<file path="config.mk">
export PLATFORM = sky130hd
export DESIGN_NAME = snnf_front
export DESIGN_NICKNAME = d
export VERILOG_FILES = /design/src/hw/rtl/symmetric_nearest_neighbour_filter_defines.svh /design/src/hw/rtl/snnf_pkg.sv /design/src/hw/rtl/snnf_front.sv
export SDC_FILE = /design/constraint.sdc
export NUM_CORES = 1
export LEC_CHECK = 0
export BUFFER_PORTS_ARGS = -buffer_cell sky130_fd_sc_hd__buf_2
export CORE_UTILIZATION = 50
export CTS_CLUSTER_SIZE = 20
export DETAILED_ROUTE_END_ITERATION = 8
export GPL_TIMING_DRIVEN = 1
export MAX_ROUTING_LAYER = met4
export PLACE_DENSITY = 0.66
export REMOVE_ABC_BUFFERS = 1
export SYNTH_ARGS = -nofsm -noshare
export SYNTH_HDL_FRONTEND = slang
export SYNTH_SLANG_ARGS = --single-unit
</file>
<file path="constraint.sdc">
create_clock -name i_clk -period 28.4 [get_ports i_clk]
set_clock_uncertainty 0.1 [all_clocks]
set_input_delay 1.42 -clock i_clk [delete_from_list [all_inputs] [get_ports i_clk]]
set_output_delay 1.42 -clock i_clk [all_outputs]
set_load 0.03 [all_outputs]
</file>
<file path="src/hw/rtl/symmetric_nearest_neighbour_filter_defines.svh">
// Assertion macros for the symmetric nearest neighbour filter.
// Included by snnf_queue, the module that carries concurrent checks.
`ifndef SYMMETRIC_NEAREST_NEIGHBOUR_FILTER_DEFINES_SVH
`define SYMMETRIC_NEAREST_NEIGHBOUR_FILTER_DEFINES_SVH

// same-cycle implication, disabled in reset
`define SNNF_ASSERT_IMP(lbl, clk, rst_n, ante, cons) \
    lbl: assert property (@(posedge clk) disable iff (!rst_n) (ante) |-> (cons)) \
        else $error("snnf assertion failed");

// next-cycle implication, disabled in reset
`define SNNF_ASSERT_NXT(lbl, clk, rst_n, ante, cons) \
    lbl: assert property (@(posedge clk) disable iff (!rst_n) (ante) |=> (cons)) \
        else $error("snnf assertion failed");

`endif

</file>
<file path="src/hw/rtl/snnf_pkg.sv">
// Shared types and constants of the symmetric nearest neighbour filter.
// No dependencies.
package snnf_pkg;

    localparam int MAX_WIDTH  = 1024;
    localparam int MAX_HALF   = 3;
    localparam int PIX_W      = 16;
    localparam int COL_W      = 10;
    localparam int ROW_W      = 16;
    localparam int WID_W      = 11;
    localparam int RING_W     = 3;
    localparam int ADDR_W     = RING_W + COL_W;
    localparam int QDEPTH     = 2;

    localparam logic [1:0] REG_HALF_X = 2'd0;
    localparam logic [1:0] REG_HALF_Y = 2'd1;
    localparam logic [1:0] REG_WIDTH  = 2'd2;
    localparam logic [1:0] REG_HEIGHT = 2'd3;

    typedef struct packed {
        logic              wr;
        logic [ADDR_W-1:0] waddr;
        logic [PIX_W-1:0]  wdata;
        logic              emit;
        logic              last;
        logic [COL_W-1:0]  x;
        logic [ROW_W-1:0]  y;
        logic [WID_W-1:0]  w;
        logic [ROW_W-1:0]  h;
        logic [1:0]        hx;
        logic [1:0]        hy;
    } t_job;

endpackage

</file>
<file path="src/hw/rtl/snnf_front.sv">
// Front end: configuration registers, raster counters and output scheduling.
// Depends on snnf_pkg; feeds jobs into snnf_queue.
module snnf_front import snnf_pkg::*; (
    input  logic             i_clk,
    input  logic             i_rst_n,
    input  logic             i_cfg_we,
    input  logic [1:0]       i_cfg_idx,
    input  logic [15:0]      i_cfg_data,
    input  logic             i_valid,
    output logic             o_ready,
    input  logic             i_opcode,
    input  logic [PIX_W-1:0] i_pixel,
    input  logic             i_q_full,
    output logic             o_push,
    output t_job             o_job
);

    localparam logic [2:0] F_IDLE    = 3'd0;
    localparam logic [2:0] F_MUL_IN  = 3'd1;
    localparam logic [2:0] F_MUL_OUT = 3'd2;
    localparam logic [2:0] F_CMP     = 3'd3;
    localparam logic [2:0] F_PUSH    = 3'd4;

    logic [2:0]        r_state;
    logic [1:0]        r_hx, r_hy;
    logic [WID_W-1:0]  r_wcfg;
    logic [ROW_W-1:0]  r_hcfg;
    logic [COL_W-1:0]  r_in_col, r_out_col;
    logic [ROW_W-1:0]  r_in_row, r_out_row;
    logic              r_wr, r_emit;
    logic [ADDR_W-1:0] r_waddr;
    logic [PIX_W-1:0]  r_wdata;
    logic [27:0]       r_il, r_ol;

    logic [WID_W-1:0]  w_w;
    logic [ROW_W-1:0]  w_h;
    logic [ROW_W-1:0]  w_hh;
    logic [WID_W-1:0]  w_wh;
    logic [1:0]        w_hye, w_hxe;
    logic [12:0]       w_lag;
    logic [26:0]       w_prod_in, w_prod_out;
    logic              w_acc;
    logic [WID_W:0]    w_in_ncol, w_out_ncol;
    logic [ROW_W:0]    w_out_nrow;
    logic              w_last;

    assign w_w  = (r_wcfg == '0) ? WID_W'(1) :
                  (r_wcfg > WID_W'(MAX_WIDTH)) ? WID_W'(MAX_WIDTH) : r_wcfg;
    assign w_h  = (r_hcfg == '0) ? ROW_W'(1) : r_hcfg;
    assign w_hh = (w_h - ROW_W'(1)) >> 1;
    assign w_wh = (w_w - WID_W'(1)) >> 1;
    assign w_hye = (w_hh < ROW_W'(r_hy)) ? w_hh[1:0] : r_hy;
    assign w_hxe = (w_wh < WID_W'(r_hx)) ? w_wh[1:0] : r_hx;
    assign w_lag = 13'(w_hye) * 13'(w_w) + 13'(w_hxe);
    assign w_prod_in  = 27'(r_in_row) * 27'(w_w);
    assign w_prod_out = 27'(r_out_row) * 27'(w_w);

    assign o_ready = (r_state == F_IDLE);
    assign w_acc   = i_valid && o_ready;
    assign o_push  = (r_state == F_PUSH) && !i_q_full;

    assign w_in_ncol  = {1'b0, r_in_col} + (WID_W+1)'(1);
    assign w_out_ncol = {1'b0, r_out_col} + (WID_W+1)'(1);
    assign w_out_nrow = (w_out_ncol >= {1'b0, w_w}) ? ({1'b0, r_out_row} + (ROW_W+1)'(1))
                                                    : {1'b0, r_out_row};
    assign w_last = r_emit && (w_out_nrow >= {1'b0, w_h});

    always_comb begin
        o_job       = '0;
        o_job.wr    = r_wr;
        o_job.waddr = r_waddr;
        o_job.wdata = r_wdata;
        o_job.emit  = r_emit;
        o_job.last  = w_last;
        o_job.x     = r_out_col;
        o_job.y     = r_out_row;
        o_job.w     = w_w;
        o_job.h     = w_h;
        o_job.hx    = r_hx;
        o_job.hy    = r_hy;
    end

    always_ff @(posedge i_clk) begin
        if (!i_rst_n) begin
            r_hx   <= 2'd1;
            r_hy   <= 2'd1;
            r_wcfg <= WID_W'(1024);
            r_hcfg <= ROW_W'(1024);
        end else if (i_cfg_we) begin
            case (i_cfg_idx)
                REG_HALF_X: r_hx   <= i_cfg_data[1:0];
                REG_HALF_Y: r_hy   <= i_cfg_data[1:0];
                REG_WIDTH:  r_wcfg <= i_cfg_data[WID_W-1:0];
                REG_HEIGHT: r_hcfg <= i_cfg_data[ROW_W-1:0];
                default: ;
            endcase
        end
    end

    always_ff @(posedge i_clk) begin
        if (!i_rst_n) begin
            r_state   <= F_IDLE;
            r_in_col  <= '0;
            r_in_row  <= '0;
            r_out_col <= '0;
            r_out_row <= '0;
            r_wr      <= 1'b0;
            r_emit    <= 1'b0;
        end else begin
            case (r_state)
                F_IDLE: begin
                    if (w_acc) begin
                        if (!i_opcode && (r_in_row < w_h)) begin
                            r_wr    <= 1'b1;
                            r_emit  <= 1'b0;
                            r_waddr <= {r_in_row[RING_W-1:0], r_in_col};
                            r_wdata <= i_pixel;
                            if (w_in_ncol >= {1'b0, w_w}) begin
                                r_in_col <= '0;
                                r_in_row <= r_in_row + ROW_W'(1);
                            end else begin
                                r_in_col <= w_in_ncol[COL_W-1:0];
                            end
                            r_state <= F_MUL_IN;
                        end else if ((r_in_row >= w_h) && (r_out_row < w_h)) begin
                            r_wr    <= 1'b0;
                            r_emit  <= 1'b1;
                            r_state <= F_PUSH;
                        end
                    end
                end
                F_MUL_IN: begin
                    r_il    <= 28'(w_prod_in) + 28'(r_in_col);
                    r_state <= F_MUL_OUT;
                end
                F_MUL_OUT: begin
                    r_ol    <= 28'(w_prod_out) + 28'(r_out_col) + 28'(w_lag);
                    r_state <= F_CMP;
                end
                F_CMP: begin
                    r_emit  <= (r_out_row < w_h) && (r_il > r_ol);
                    r_state <= F_PUSH;
                end
                F_PUSH: begin
                    if (!i_q_full) begin
                        if (r_emit) begin
                            if (w_last) begin
                                r_in_col  <= '0;
                                r_in_row  <= '0;
                                r_out_col <= '0;
                                r_out_row <= '0;
                            end else begin
                                r_out_row <= w_out_nrow[ROW_W-1:0];
                                r_out_col <= (w_out_ncol >= {1'b0, w_w}) ? '0
                                                                       : w_out_ncol[COL_W-1:0];
                            end
                        end
                        r_state <= F_IDLE;
                    end
                end
                default: r_state <= F_IDLE;
            endcase
        end
    end

endmodule

</file>
==> impl_results.md <==
- Slowest stage delay, CP: 0.78 ns
- Max-Cap Viols: 0
- Fill cell count: 4064
- Clock sinks: 173
- Drt wl/cell: 19.3 um
- Die Ht: 214 um
- CTS resizes: 0
- Leak: 12.0 nW
- Initial core utilization: 50.8%
- Via/cell ratio: 5.62
- Cell internal pwr: 419 uW
- Top cell type's share of synthesized area: 25.5%
- GRT Overall Usage: ~29%
- CP bufs+invs: 3
- Top sig layer: met4
- Mapped Area: 22500 um^2
- Vias in the first global route: 18453
- Gpl congestion: 0.937
- Flops & latches, synth: 173
- Initial antenna violation count: 1
- Routed wl met2: ~29000 um
- Multi-input logic area: 16100 um^2
- Dpl cells: 3116
- 1st-iter DRT viols: 1281
- Async S/R FF share, synth: 0%
- Fin Setup TNS: 0 ns
- Final hold vios: 0
- Number of synthesis warnings: 0
- H-tree depth: 4
- Worst Tran Pin Value: between 1 and 1.5 ns
- Synth Flop Type: dfxtp_1
- Pre-antenna DRT Iters: 5
- Reg clk slew, reported paths: ~0.07 ns
- Post-CTS setup buffers: 0
- Maximum root-to-sink buffer count: 2
- Hold buffers post-CTS: 0
- Worst-Skew Late Latency: 0.45 ns
- Final Cycle Share: 36.6%
- Max VDD drop: 47.7 uV
- Final setup fails: 0
- Combinational share of power: approximately 13%
- Seq. cell area: 4320 um^2
- PnR Total Power: around 590 uW
- Crit Path Max Fanout: 11
- Hold crit path type: flop to flop
- Post-synth EDFFs: 85
- CP Launch Type: flop
- Crit path time final: 10.38 ns
- Area grow syn2layout: 7.32%
- Status: finished clean
- Pwr dens: about 25 nW/um^2
- Vias after detailed routing: approximately 18000
- Count of cell types in the netlist: 85
- Yosys top cell by area: fa_1
- Worst endpoint required time: 28.49 ns
- Final wirelength: 60900 um
- Worst path most repeated cell: fa_1
- IO buf count: 130
- Register area share after synthesis: about a fifth
- Final ANT Viol Nets: 0
- Global-route wire length before repair: roughly 100000 um
- Die area: 45900 um^2
- Synth area leaders: fa_1, ha_1, edfxtp_1, dfxtp_1, inv_1
- Finished Layout Cells: around 3100
- Num CTS Buffers: 17
- RSZ-0062 raised after global routing: no
- Met1 wire length: 26300 um
- Crit path capture type: flop
- Met3 Routed Length: 3700 um
- Largest net degree at the start of global routing: a little under 60
- CP top delay family: adder cells
- Rows: 77
- Pins Over Slew Limit: 0
- NetSw: between 150 and 200 uW
- Seq pwr share: a little under half
- DRC violations left: 0
- Clk root buf: clkbuf_16
- Nets: roughly 3100
- Core area: between 40000 and 50000 um^2
- Cells after synthesis: roughly 2500
- Crit Path Class: flop to flop
- Clock power frac: 40.7%
- Total gr overflow: 0
- TritonCTS clock tree: done
- I/O pins: 131
- Switch share: about 29%
- Share of cells above drive strength 1: 8.57%
- Max_slew headroom: 18.8%
- Slowest-stage cell, CP: mux2i_1
- Chip width: ~210 um
- Syn avg cell area: between 8 and 9 um^2
- Final HPWL DP: approximately 47000 um
- Max frequency: approximately 96 MHz
- CP arrival: around 10 ns
==> worst paths after layout <==
path               startpoint    endpoint  slack, ns  depth (start not counted)
setup / recovery    r_hcfg[9]    r_ol[26]      18.02                         36
hold / removal    r_in_col[8]  r_waddr[8]       0.38                          0
setup reg to reg    r_hcfg[9]    r_ol[26]      18.02                         36
hold reg to reg   r_in_col[8]  r_waddr[8]       0.38                          0
==> layout by cell type (no fill, tap or decap), types with 6 or more instances in the layout <==
cell	n
inv_1	434
nand2_1	371
fa_1	287
ha_1	279
buf_2	130
a21oi_1	106
and2_1	100
nor2_1	93
dfxtp_1	87
edfxtp_1	85
xnor2_1	62
a21o_1	45
o21ai_0	40
nand3_1	40
and3_1	24
xor2_1	23
nand4_1	23
nor3_1	20
buf_4	20
clkbuf_16	17
nand2b_1	15
o211ai_1	15
a31oi_1	15
nor2b_1	11
o21a_1	11
or3_1	11
o21bai_1	10
o31ai_1	9
o311ai_0	9
nor4_1	8
a22oi_1	8
inv_6	8
nor2b_2	7
mux2i_1	7
a211oi_1	7
and4_1	7
nand4b_1	6
o221ai_1	6
==> state kept, by name, indices dropped and copies added, names as in the netlist <==
signal / cells
r_il: 28
r_ol: 28
r_hcfg: 16
r_in_row: 16
r_out_row: 16
r_wdata: 16
r_waddr: 13
r_wcfg: 11
r_in_col: 10
r_out_col: 10
r_state: 3
r_hx: 2
r_hy: 2
r_emit: 1
r_wr: 1
==> cells by family after synthesis <==
kind of cell | Yosys count | synth area share (%)
buf+inv | 566 | 9.55
simple gates | 762 | 16.1
xor+xnor | 85 | 3.31
mux | 9 | 0.411
flops | 173 | 19.2
fa+ha+maj | 566 | 41.0
compound gates | 343 | 10.4
==> layer usage <==
layer / vias to the layer above / GRT usage (%)
li1: 8187 / -
met1: 8895 / 36.8
met4: 0 / 9.21
met2: 532 / 46.3
met3: 85 / 4.03
met5: - / -
==> power groups by stage <==
stage	combinational, mW	clock [mW]	sequential (mW)
floorplan	0.0408	0	0.285
global placement	0.0739	0	0.281
detailed placement	0.0752	0	0.281
CTS	0.0756	0.244	0.275
global route	0.0829	0.254	0.276
finish	0.0765	0.241	0.275
==> final cells by class <==
| type | count | area share (%) |
|---|---|---|
| antenna | 1 | 0.0104 |
| timing repair buffer | 150 | 3.31 |
| sequential | 173 | 17.9 |
| inverter | 436 | 6.77 |
| multi-input combinational | 1765 | 66.6 |
| clock inverter | 14 | 0.596 |
| clock buffer | 18 | 1.82 |
| tap | 592 | 3.07 |
==> synthesized netlist by cell type (all sizes together), types with 16 or more instances <==
| cell | count |
|---|---|
| inv | 435 |
| a21oi | 107 |
| clkbuf | 113 |
| and3 | 24 |
| o21ai | 44 |
| buf | 17 |
| nor3 | 23 |
| ha | 279 |
| nand2b | 16 |
| dfxtp | 88 |
| and2 | 100 |
| nand2 | 371 |
| nand3 | 40 |
| nor2 | 95 |
| xor2 | 23 |
| xnor2 | 62 |
| nor2b | 19 |
| edfxtp | 85 |
| a21o | 45 |
| fa | 287 |
| nand4 | 23 |
==> through the flow <==
stage | utilization [%] | setup slack, ns | cell area, um^2 | hold slack, ns
3_5_place_dp | 53.2 | 18.04 | 23600 | 0.338
3_3_place_gp | 53.2 | 18.37 | 23600 | 0.341
4_1_cts | 54.5 | 18.00 | 24200 | 0.365
2_1_floorplan | - | 17.63 | 22000 | 0.308
5_1_grt | 54.5 | 17.36 | 24200 | 0.376
6_report | 54.5 | 18.02 | 24200 | 0.375
Power figures use the tool's default switching activity.
